==> src/rtl/core/acpr_pkg.sv <==
// Shared types, widths and command codes of the platform collision resolver.
// Depends on nothing; the other files of the block refer to it by scoped names or import it.
`timescale 1ns / 1ps

package acpr_pkg;

	localparam int COORD_W = 20;
	localparam int SIZE_W = 16;
	localparam int MARGIN_W = 16;
	localparam int CMD_W = 2;
	localparam int EXT_W = COORD_W + 1;

	localparam int MAX_PLATFORMS_DEF = 64;

	localparam logic [CMD_W-1:0] CMD_LOAD = 2'd0;
	localparam logic [CMD_W-1:0] CMD_CLEAR = 2'd1;
	localparam logic [CMD_W-1:0] CMD_QUERY = 2'd2;

	localparam logic [MARGIN_W-1:0] PIT_MARGIN_RST = 16'd3200;
	localparam logic signed [EXT_W-1:0] LOWEST_RST = {1'b1, {(EXT_W-1){1'b0}}};

	// One stored platform.
	typedef struct packed {
		logic signed [COORD_W-1:0] left;
		logic signed [COORD_W-1:0] top;
		logic [SIZE_W-1:0] width;
		logic [SIZE_W-1:0] height;
		logic deadly;
	} plat_t;

	// The moving box with its far edges already summed.
	typedef struct packed {
		logic signed [COORD_W-1:0] left;
		logic signed [COORD_W-1:0] top;
		logic signed [EXT_W-1:0] right;
		logic signed [EXT_W-1:0] bottom;
	} box_t;

	// Verdict of the overlap unit for one platform.
	typedef struct packed {
		logic valid;
		logic hit;
		logic vert;
		logic neg;
		logic deadly;
		logic [SIZE_W-1:0] mag;
	} hit_t;

endpackage

==> src/rtl/core/acpr_plat_ram.sv <==
// Platform table memory: one write port, one registered read port.
// Depends on acpr_pkg for the entry type.
`timescale 1ns / 1ps

module acpr_plat_ram #(
	parameter int DEPTH = acpr_pkg::MAX_PLATFORMS_DEF,
	parameter int AW = (DEPTH > 1) ? $clog2(DEPTH) : 1
) (
	input logic clk,
	input logic we,
	input logic [AW-1:0] waddr,
	input acpr_pkg::plat_t wdata,
	input logic re,
	input logic [AW-1:0] raddr,
	output acpr_pkg::plat_t rdata
);

	acpr_pkg::plat_t mem_q [DEPTH];

	always_ff @(posedge clk) begin
		if (we) begin
			mem_q[waddr] <= wdata;
		end
	end

	always_ff @(posedge clk) begin
		if (re) begin
			rdata <= mem_q[raddr];
		end
	end

endmodule

==> config.mk <==
export PLATFORM = sky130hd
export DESIGN_NAME = acpr_plat_ram
export DESIGN_NICKNAME = d
export VERILOG_FILES = /design/src/rtl/core/acpr_pkg.sv /design/src/rtl/core/acpr_plat_ram.sv
export SDC_FILE = /design/constraint.sdc
export NUM_CORES = 2
export LEC_CHECK = 0
export BUFFER_PORTS_ARGS = -buffer_cell sky130_fd_sc_hd__buf_2
export CAP_MARGIN = 5
export CORE_MARGIN = 2
export CORE_UTILIZATION = 55
export CTS_CLUSTER_DIAMETER = 60
export CTS_CLUSTER_SIZE = 25
export DETAILED_ROUTE_END_ITERATION = 12
export HOLD_SLACK_MARGIN = 0.02
export PLACE_DENSITY = 0.71
export SYNTH_ARGS = -nofsm -noshare
export SYNTH_HDL_FRONTEND = slang
export SYNTH_MEMORY_MAX_BITS = 65536
export SYNTH_SLANG_ARGS = --single-unit
==> constraint.sdc <==
create_clock -name clk -period 12.7 [get_ports clk]
set_clock_uncertainty 0.1 [all_clocks]
set_input_delay 3.81 -clock clk [delete_from_list [all_inputs] [get_ports clk]]
set_output_delay 3.81 -clock clk [all_outputs]
set_load 0.05 [all_outputs]
==> impl_metrics.env <==
export IMPL_status="finished, final reports clean"
export IMPL_worst_setup_path_end_kind="flop"
export IMPL_required_ps=13420
export IMPL_grt_pass1_vias=85390
export IMPL_report_final_slew_viol_count=0
export IMPL_seqPwrFrac_pct=61.1
export IMPL_arrival_ps=8150
export IMPL_postCtsSetupRepairBufs=0
export IMPL_grt_use_total_pct=30.38
export IMPL_critPathMaxStageDelay_ps=910
export IMPL_p_switching_mw=6.303
export IMPL_hold_slack_ps=764.7
export IMPL_yosysWarnings=0
export IMPL_final_cell_mix="edfxtp_1 (4745), mux4_2 (1109), o22ai_1 (385), clkbuf_16 (272), buf_4 (169)"
export IMPL_crit_top_cell="buf_4"
export IMPL_p_total_mw=28.52
export IMPL_tritoncts="built"
export IMPL_ys_seq_area_share_pct=79.93
export IMPL_min_to="rdata[72]"
export IMPL_design_area_um2=193600
export IMPL_clock_sinks=4745
export IMPL_maxCapViolations=0
export IMPL_grt_max_degree=102
export IMPL_tns_ps=0
export IMPL_timing_critical_path_from_type="input pin"
export IMPL_period_share_pct=58.52
export IMPL_power_frac_comb_pct=5.3
export IMPL_crit_chain="buf_8 -> buf_4 -> nor2b_2 -> buf_4 -> nand2_4 -> buf_4 -> o22ai_1 -> nor4_1 -> buf_4 -> o22a_1"
export IMPL_min_path_cells=3
export IMPL_crit_family="buffers and inverters"
export IMPL_die_area_um2=328700
export IMPL_grt_ovfl_total=0
export IMPL_layout_commonest_cell="edfxtp_1"
export IMPL_ys_ff_latch=4745
export IMPL_min_from="mem_q[5][72]"
export IMPL_core_rowCount=209
export IMPL_cts_root_buf="clkbuf_16"
export IMPL_detail_route_vias_per_cell=7.177
export IMPL_relSlewSlack_pct=8.273
export IMPL_worst_pin_slew_ps=1373
export IMPL_ir_drop_mv=0.1468
export IMPL_drive_above_1_share_pct=24.86
export IMPL_fin_nets=7861
export IMPL_cts_resized=0
export IMPL_path_class="input pin to flop"
export IMPL_finalHoldViolCount=0
export IMPL_p_leak_nw=58.52
export IMPL_synth_distinct_cells=38
export IMPL_clk_pin_slew_ps=100
export IMPL_p_int_mw=22.22
export IMPL_cts_made_buffers=265
export IMPL_grt_pass1_wl_mm=688.5
export IMPL_start_util_pct=55.11
export IMPL_fin_crit_ps=7433
export IMPL_clock_path_buffers=4
export IMPL_r2r_end="rdata[30]"
export IMPL_power_frac_clock_pct=33.6
export IMPL_synth_avg_cell_area_um2=23.50
export IMPL_synth_nets=7673
export IMPL_reg2reg_slack_ps=10400
export IMPL_core_um2=323500
export IMPL_ant_nets=0
export IMPL_cts_max_level=5
export IMPL_antenna_found_initial=51
export IMPL_switching_share_pct=22.10
export IMPL_max_freq_ghz=0.1345
export IMPL_crit_path_max_fanout=45
export IMPL_clock_latency_ps=950
export IMPL_portBuffers=160
export IMPL_setup_viol=0
export IMPL_postCtsHoldBufs=0
export IMPL_rsz0062_at_grt="no"
export IMPL_hpwl_mm=256.0
export IMPL_synth_area_um2=178300
export IMPL_wl_per_cell_um=40.65
export IMPL_critPathSlowestCell="nor4_1"
export IMPL_placed_cell_area_um2=184800
export IMPL_reg2reg_depth=5
export IMPL_drt_iter0_drc=16440
export IMPL_drc=0
export IMPL_wl_mm=501.2
export IMPL_vias=88490
export IMPL_die_y_um=573.3
export IMPL_globalplace_congestion=0.8161
export IMPL_ios=161
export IMPL_cp_buffers_inverters=5
export IMPL_p_per_area_nw_per_um2=147.4
export IMPL_worstReg2RegStart="mem_q[45][30]"
export IMPL_syn_inst=7585
export IMPL_syn_to_final_growth_pct=8.586
export IMPL_die_w_um=573.3
export IMPL_dr_pass1_iters=5
export IMPL_hold_path_class="flop to flop"
==> how the worst max path moves through the flow <==
stage / start / endpoint / slack, ps / depth (start not counted)
5_1_grt: raddr[2] / rdata[2] / 5310 / 10
3_3_place_gp: raddr[1] / rdata[42] / 4450 / 8
4_1_cts: raddr[1] / rdata[40] / 5440 / 8
6_report: raddr[2] / rdata[2] / 5270 / 10
2_1_floorplan: waddr[3] / mem_q[48][0] / 2750 / 4
3_5_place_dp: raddr[1] / rdata[40] / 4480 / 8
==> sequential cells by signal, indices dropped and copies added, names as in the netlist <==
| name | cells |
|---|---|
| mem_q | 4672 |
| rdata | 73 |
==> logic make-up after synthesis <==
group                  Yosys count  share of synthesized area (%)
multiplexers                  1246                          14.78
buffers and inverters          440                          1.246
AO/OA/AOI/OAI                  717                          2.773
flip-flops                    4745                          79.93
AND/OR/NAND/NOR                437                          1.272
==> metal layers <==
metal / track usage, % / wire, um
met2: 46.91 / 236500
met1: 42.98 / 173800
met3: 6.377 / 69640
met4: 12.40 / 21050
met5: 0 / 174
==> worst register-to-register path, delay by kind of cell (launching register included) <==
family           cells  cell delay, ps
AO/OA/AOI/OAI        2             870
flip-flops           1             380
multiplexers         1             460
AND/OR/NAND/NOR      2             240
==> power groups by stage <==
stage                     Sequential (mW)  Combinational, mW  Clock [mW]
final                                17.4               1.52        9.58
after global routing                 17.4               1.59        10.1
after CTS                            17.4               1.51        9.62
after detailed placement             17.8               1.51           0
after global placement               17.8               1.48           0
after floorplan                      17.8              0.798           0
==> cell usage after synthesis <==
cell | instances | area, um^2
a211oi_1 | 114 | 855.8
a21oi_1 | 19 | 95.09
a22oi_1 | 69 | 518.0
a311oi_1 | 1 | 8.760
a31oi_1 | 14 | 87.58
and2_1 | 3 | 18.77
and2b_1 | 1 | 7.510
buf_1 | 32 | 120.1
buf_2 | 102 | 510.5
buf_4 | 64 | 480.5
buf_6 | 27 | 304.0
clkbuf_1 | 214 | 803.3
edfxtp_1 | 4745 | 142500
inv_1 | 1 | 3.750
mux2_2 | 2 | 22.52
mux2i_1 | 135 | 1351
mux4_2 | 1109 | 24980
nand2_1 | 31 | 116.4
nand2b_1 | 9 | 56.30
nand3_1 | 35 | 175.2
nand3b_1 | 2 | 15.01
nand4_1 | 2 | 12.51
nand4b_1 | 1 | 8.760
nor2_1 | 88 | 330.3
nor2_2 | 1 | 6.260
nor2b_1 | 91 | 569.3
nor3_1 | 106 | 530.5
nor4_1 | 59 | 369.1
o211a_1 | 13 | 130.1
o21ai_0 | 14 | 70.07
o21ai_1 | 1 | 5.000
o221a_2 | 1 | 11.26
o221ai_1 | 27 | 236.5
o22a_1 | 59 | 516.8
o22ai_1 | 385 | 2409
or2_2 | 6 | 37.54
or3_1 | 1 | 6.260
or3b_2 | 1 | 8.760
==> final cells by class <==
type                    instances  area (um^2)
flip-flops and latches       4745       142500
multi-input cells            2400        34160
diodes                         58        145.1
clock buffers                 293         6885
clock inverters               148         1729
fillers                     22000       129900
well taps                    4325         5411
repair buffers                360         2753
inverters                       1        5.005
==> per-stage QoR <==
stage	util (%)	setup slack, ps	instances
2_1_floorplan	-	2747	7585
6_report	59.84	5267	12330
3_3_place_gp	57.14	4447	11830
4_1_cts	59.80	5444	12270
5_1_grt	59.83	5306	12310
3_5_place_dp	57.14	4477	11830
Power figures use the tool's default switching activity.
