--- config.mk ---
export PLATFORM = sky130hd
export DESIGN_NAME = acpr_overlap_unit
export DESIGN_NICKNAME = d
export VERILOG_FILES = /design/src/rtl/core/acpr_pkg.sv /design/src/rtl/core/acpr_overlap_unit.sv
export SDC_FILE = /design/constraint.sdc
export NUM_CORES = 1
export LEC_CHECK = 0
export BUFFER_PORTS_ARGS = -buffer_cell sky130_fd_sc_hd__buf_2
export CAP_MARGIN = 0
export CORE_ASPECT_RATIO = 1.5
export CORE_MARGIN = 8
export CORE_UTILIZATION = 40
export DETAILED_ROUTE_END_ITERATION = 8
export SLEW_MARGIN = 30
export SYNTH_ARGS = -nofsm -noshare
export SYNTH_HDL_FRONTEND = slang
export SYNTH_SLANG_ARGS = --single-unit
--- constraint.sdc ---
create_clock -name clk -period 4.6 [get_ports clk]
set_clock_uncertainty 0.05 [all_clocks]
set_input_delay 0.23 -clock clk [delete_from_list [all_inputs] [get_ports clk]]
set_output_delay 0.23 -clock clk [all_outputs]
set_load 0.02 [all_outputs]
--- src/rtl/core/acpr_pkg.sv ---
// Shared types, widths and command codes of the platform collision resolver.
// Depends on nothing; the other files of the block refer to it by scoped names or import it.
`timescale 1ns / 1ps

package acpr_pkg;

	localparam int COORD_W = 20;
	localparam int SIZE_W = 16;
	localparam int MARGIN_W = 16;
	localparam int CMD_W = 2;
	localparam int EXT_W = COORD_W + 1;

	localparam int MAX_PLATFORMS_DEF = 64;

	localparam logic [CMD_W-1:0] CMD_LOAD = 2'd0;
	localparam logic [CMD_W-1:0] CMD_CLEAR = 2'd1;
	localparam logic [CMD_W-1:0] CMD_QUERY = 2'd2;

	localparam logic [MARGIN_W-1:0] PIT_MARGIN_RST = 16'd3200;
	localparam logic signed [EXT_W-1:0] LOWEST_RST = {1'b1, {(EXT_W-1){1'b0}}};

	// One stored platform.
	typedef struct packed {
		logic signed [COORD_W-1:0] left;
		logic signed [COORD_W-1:0] top;
		logic [SIZE_W-1:0] width;
		logic [SIZE_W-1:0] height;
		logic deadly;
	} plat_t;

	// The moving box with its far edges already summed.
	typedef struct packed {
		logic signed [COORD_W-1:0] left;
		logic signed [COORD_W-1:0] top;
		logic signed [EXT_W-1:0] right;
		logic signed [EXT_W-1:0] bottom;
	} box_t;

	// Verdict of the overlap unit for one platform.
	typedef struct packed {
		logic valid;
		logic hit;
		logic vert;
		logic neg;
		logic deadly;
		logic [SIZE_W-1:0] mag;
	} hit_t;

endpackage

--- src/rtl/core/acpr_overlap_unit.sv ---
// Shared three-stage overlap unit: tests one platform per cycle against the box.
// Depends on acpr_pkg for the box, platform and verdict types.
`timescale 1ns / 1ps

module acpr_overlap_unit (
	input logic clk,
	input logic arst_n,
	input acpr_pkg::box_t box,
	input logic in_valid,
	input acpr_pkg::plat_t plat,
	output acpr_pkg::hit_t res,
	output logic busy
);

	localparam int EW = acpr_pkg::EXT_W;
	localparam int OW = EW + 1;

	// Stage 1: platform far edges, near-edge maxima and side flags.
	logic v_s1;
	logic signed [EW-1:0] pr_s1, pb_s1;
	logic signed [acpr_pkg::COORD_W-1:0] lmax_s1, tmax_s1;
	logic ltx_s1, lty_s1, dly_s1;

	// Stage 2: overlap extents.
	logic v_s2;
	logic signed [OW-1:0] ix_s2, iy_s2;
	logic ltx_s2, lty_s2, dly_s2;

	// Stage 3: the verdict.
	logic v_s3;
	logic hit_s3, vert_s3, neg_s3, dly_s3;
	logic [acpr_pkg::SIZE_W-1:0] mag_s3;

	logic signed [EW-1:0] rmin, bmin;
	logic ix_pos, iy_pos;

	always_ff @(posedge clk or negedge arst_n) begin
		if (!arst_n) begin
			v_s1 <= 1'b0;
			v_s2 <= 1'b0;
			v_s3 <= 1'b0;
		end else begin
			v_s1 <= in_valid;
			v_s2 <= v_s1;
			v_s3 <= v_s2;
		end
	end

	always_ff @(posedge clk) begin
		pr_s1 <= $signed({plat.left[acpr_pkg::COORD_W-1], plat.left})
			+ $signed({1'b0, {(EW-acpr_pkg::SIZE_W-1){1'b0}}, plat.width});
		pb_s1 <= $signed({plat.top[acpr_pkg::COORD_W-1], plat.top})
			+ $signed({1'b0, {(EW-acpr_pkg::SIZE_W-1){1'b0}}, plat.height});
		ltx_s1 <= box.left < plat.left;
		lty_s1 <= box.top < plat.top;
		lmax_s1 <= (box.left < plat.left) ? plat.left : box.left;
		tmax_s1 <= (box.top < plat.top) ? plat.top : box.top;
		dly_s1 <= plat.deadly;
	end

	assign rmin = (box.right < pr_s1) ? box.right : pr_s1;
	assign bmin = (box.bottom < pb_s1) ? box.bottom : pb_s1;

	always_ff @(posedge clk) begin
		ix_s2 <= $signed({rmin[EW-1], rmin})
			- $signed({{2{lmax_s1[acpr_pkg::COORD_W-1]}}, lmax_s1});
		iy_s2 <= $signed({bmin[EW-1], bmin})
			- $signed({{2{tmax_s1[acpr_pkg::COORD_W-1]}}, tmax_s1});
		ltx_s2 <= ltx_s1;
		lty_s2 <= lty_s1;
		dly_s2 <= dly_s1;
	end

	// A positive overlap never exceeds the narrower box, so it fits the size width.
	assign ix_pos = !ix_s2[OW-1] && (|ix_s2);
	assign iy_pos = !iy_s2[OW-1] && (|iy_s2);

	always_ff @(posedge clk) begin
		hit_s3 <= ix_pos && iy_pos;
		vert_s3 <= ix_s2 > iy_s2;
		neg_s3 <= (ix_s2 > iy_s2) ? lty_s2 : ltx_s2;
		mag_s3 <= (ix_s2 > iy_s2) ? iy_s2[acpr_pkg::SIZE_W-1:0] : ix_s2[acpr_pkg::SIZE_W-1:0];
		dly_s3 <= dly_s2;
	end

	assign res = '{valid: v_s3, hit: hit_s3, vert: vert_s3, neg: neg_s3, deadly: dly_s3,
		mag: mag_s3};

	assign busy = v_s1 || v_s2 || v_s3;

endmodule

==> summary.txt <==
run status - complete, no violations
Buf/Inv on CP - 2
initial drt markers - 236
Required @ worst endpoint - 4.85 ns
Worst Hold Depth - 2
clk sinks - 155
reg2reg end - ix_s2[15]
layout cells sized above 1 - 22.1%
Yosys reg bits - 155
storage element area - 3120 µm²
worst reg2reg startpoint - pr_s1[1]
crit-path cells - inv_1, ha_1, a21oi_1, o21ai_1, a21oi_1, o21a_1, o31ai_4, mux2i_2, buf_12, mux2_2, ha_1, nor2b_1, o2111ai_2, a311oi_2, o41a_1, o21a_1, or2_1, a211oi_1, a211oi_1
Tightest Pin Transition - 0.863 ns
Cell Area, Synth - 10700 µm²
critical path's top delay family - compound AO/OA/AOI/OAI gates
clk_lat worst skew - 0.43 ns
Nets - 1707
1st-pass router iterations - 4
initial core utilization - 40.6%
Worst setup EP type - register
number of global-route vias before repair - 9046
CTS tree - built
Synth Net Count - 1478
Reg2Reg Depth - 19
total power - 6.44 mW
All-Layer GR Usage - 16.4%
Reg clk slew, reported paths - 0.07 ns
critical path startpoint category - register
Max-Cap Viols - 0
initial antenna violation count - 4
largest cells by area after synthesis - dfxtp_1, ha_1, inv_1, mux2_1, a21o_1
fillers - 2529
die span in x - 150 µm
vias - 8598
fmax - 228 MHz
Final Hold Fails - 0
area of the die - 32400 µm²
drt drc - 0
CP Max Fanout - 13
Post-Route WL - 26.7 mm
number of synthesized flops with an enable pin - 0
Yosys warning count - 0
top cells by count, synth - ha_1, inv_1, dfxtp_1
wire per inst - 15.5 µm
TritonCTS Buffers - 17
RSZ-0062 raised after global routing - false
# H-tree levels - 4
Post-Layout Cell Count - 1724
Placed Cells - 1650
Cell variety after synth - 68
cell taking the most area after synthesis - dfxtp_1
Vias/cell - 4.99
first-pass GRT wire length - 42.7 mm
top-count cell post-synth - ha_1
Pleak - 6.78 nW
arrival time worst endpoint - 4.63 ns
FF-to-FF setup slack - 0.22 ns
post-synthesis cell count - 1142
clock buffer depth - 2
Crit-path slowest cell - dfxtp_1
Worst Setup SP - pr_s1[1]
Hold Crit Start - plat[1]
Post-DP HPWL - 22.4 mm
Worst Hold End - pb_s1[0]
I/O pin count - 180
VDD IR max - 0.000274 V
IO Port Bufs - 179
main flop type after synthesis - dfxtp_1
Final Max Slew Viols - 0
post-synthesis sequential area ratio - 29.1%
number of setup violations in the final report - 0
area growth from synthesis to layout - 22.5%
post-route ant nets - 0
Hold WC Path Type - input pin to register
Die Ht - 216 µm
area taken by multi-input logic gates - 6970 µm²
Final period util - 95.2%
min cycle time layout - 4.38 ns
row count - 73
CP peak stage delay - 0.35 ns
top cell type's share of synthesized area - 28.4%
pwr dens - 491 nW/µm²
post-synthesis async set-or-reset flop share - 1.94%
final core utilization - 49.7%
core area - 26400 µm²
Root Buffer - clkbuf_16
routability cong. - 0.872
Post-Syn Area per Cell - 9.39 µm²
Rel. slew slack - 42.4%
largest net degree at the start of global routing - 22
grt ovf - 0
Setup CP Type - register to register
worst max path at each step:
stage | to | slack (ns) | depth (start not counted)
2_1_floorplan | iy_s2[19] | 0.38 | 18
3_3_place_gp | ix_s2[19] | 0.03 | 19
3_5_place_dp | ix_s2[19] | -0.01 | 19
4_1_cts | ix_s2[19] | 0.04 | 19
5_1_grt | iy_s2[21] | 0.003 | 18
6_report | ix_s2[15] | 0.22 | 19
stage by stage:
step                      TNS (ns)  hold WS, ns  cell area (µm²)  setup WS [ns]
after floorplan                  0       -0.116            10700          0.385
after global placement           0      -0.0265            12000         0.0311
after detailed placement   -0.0102      -0.0208            12000        -0.0102
after CTS                        0    0.0000150            13000         0.0437
after global routing             0      0.00411            13100        0.00285
final                            0       0.0103            13100          0.220
state kept, by name (all words and copies together), names as in the netlist:
signal and count:
dly_s1 1, dly_s2 1, dly_s3 1, hit_s3 1, ix_s2 22, iy_s2 22
lmax_s1 20, ltx_s1 1, ltx_s2 1, lty_s1 1, lty_s2 1, mag_s3 16
neg_s3 1, pb_s1 21, pr_s1 21, tmax_s1 20, v_s1 1, v_s2 1
v_s3 1, vert_s3 1
per-layer routing:
layer,vias up,share of wire (%),GRT usage (%)
met5,-,0.082,0
met4,4,2.3,5.92
met3,41,4.6,3.52
met2,158,55,32.0
met1,3912,38,16.3
li1,4483,-,-
repair_timing:
item | 4_1_cts | 5_1_grt
setup endpoints to repair | 2 | 13
pin swaps | 0 | 9
hold endpoints to repair | 33 | 0
resized for setup | 1 | 16
hold buffers | 34 | 0
buffers inserted | 0 | 5
where the power goes:
| part | internal, mW | switching, mW | total, mW |
|---|---|---|---|
| logic | 1.43 | 1.48 | 2.91 |
| clock network | 0.876 | 0.615 | 1.49 |
| registers | 1.77 | 0.264 | 2.04 |
cells in the final DEF, fill, tap and decap left out, types with 37 or more instances in the layout:
cell and n:
nor2_1 42, xnor2_1 46, mux2_1 45, dfxtp_1 151, ha_1 171, a21o_1 65
buf_2 179, nand2_1 37, inv_1 164, a21oi_1 62
cells by family after synthesis:
group,synth area share (%)
AO/OA/AOI/OAI,16.5
AND/OR/NAND/NOR,9.55
buffers and inverters,6.83
adder cells (fa/ha/maj),21.1
flip-flops,29.1
multiplexers,11.9
XOR/XNOR,5.15
layout make-up:
cell class,instances,area share [%]
inverter,166,4.75
antenna,3,0.0572
clock buffer,17,3.24
tap,337,3.21
timing repair buffer,226,10.3
clock inverter,15,1.52
multi-input combinational,805,53.1
sequential,155,23.8
(Power assumes the default switching activity.)
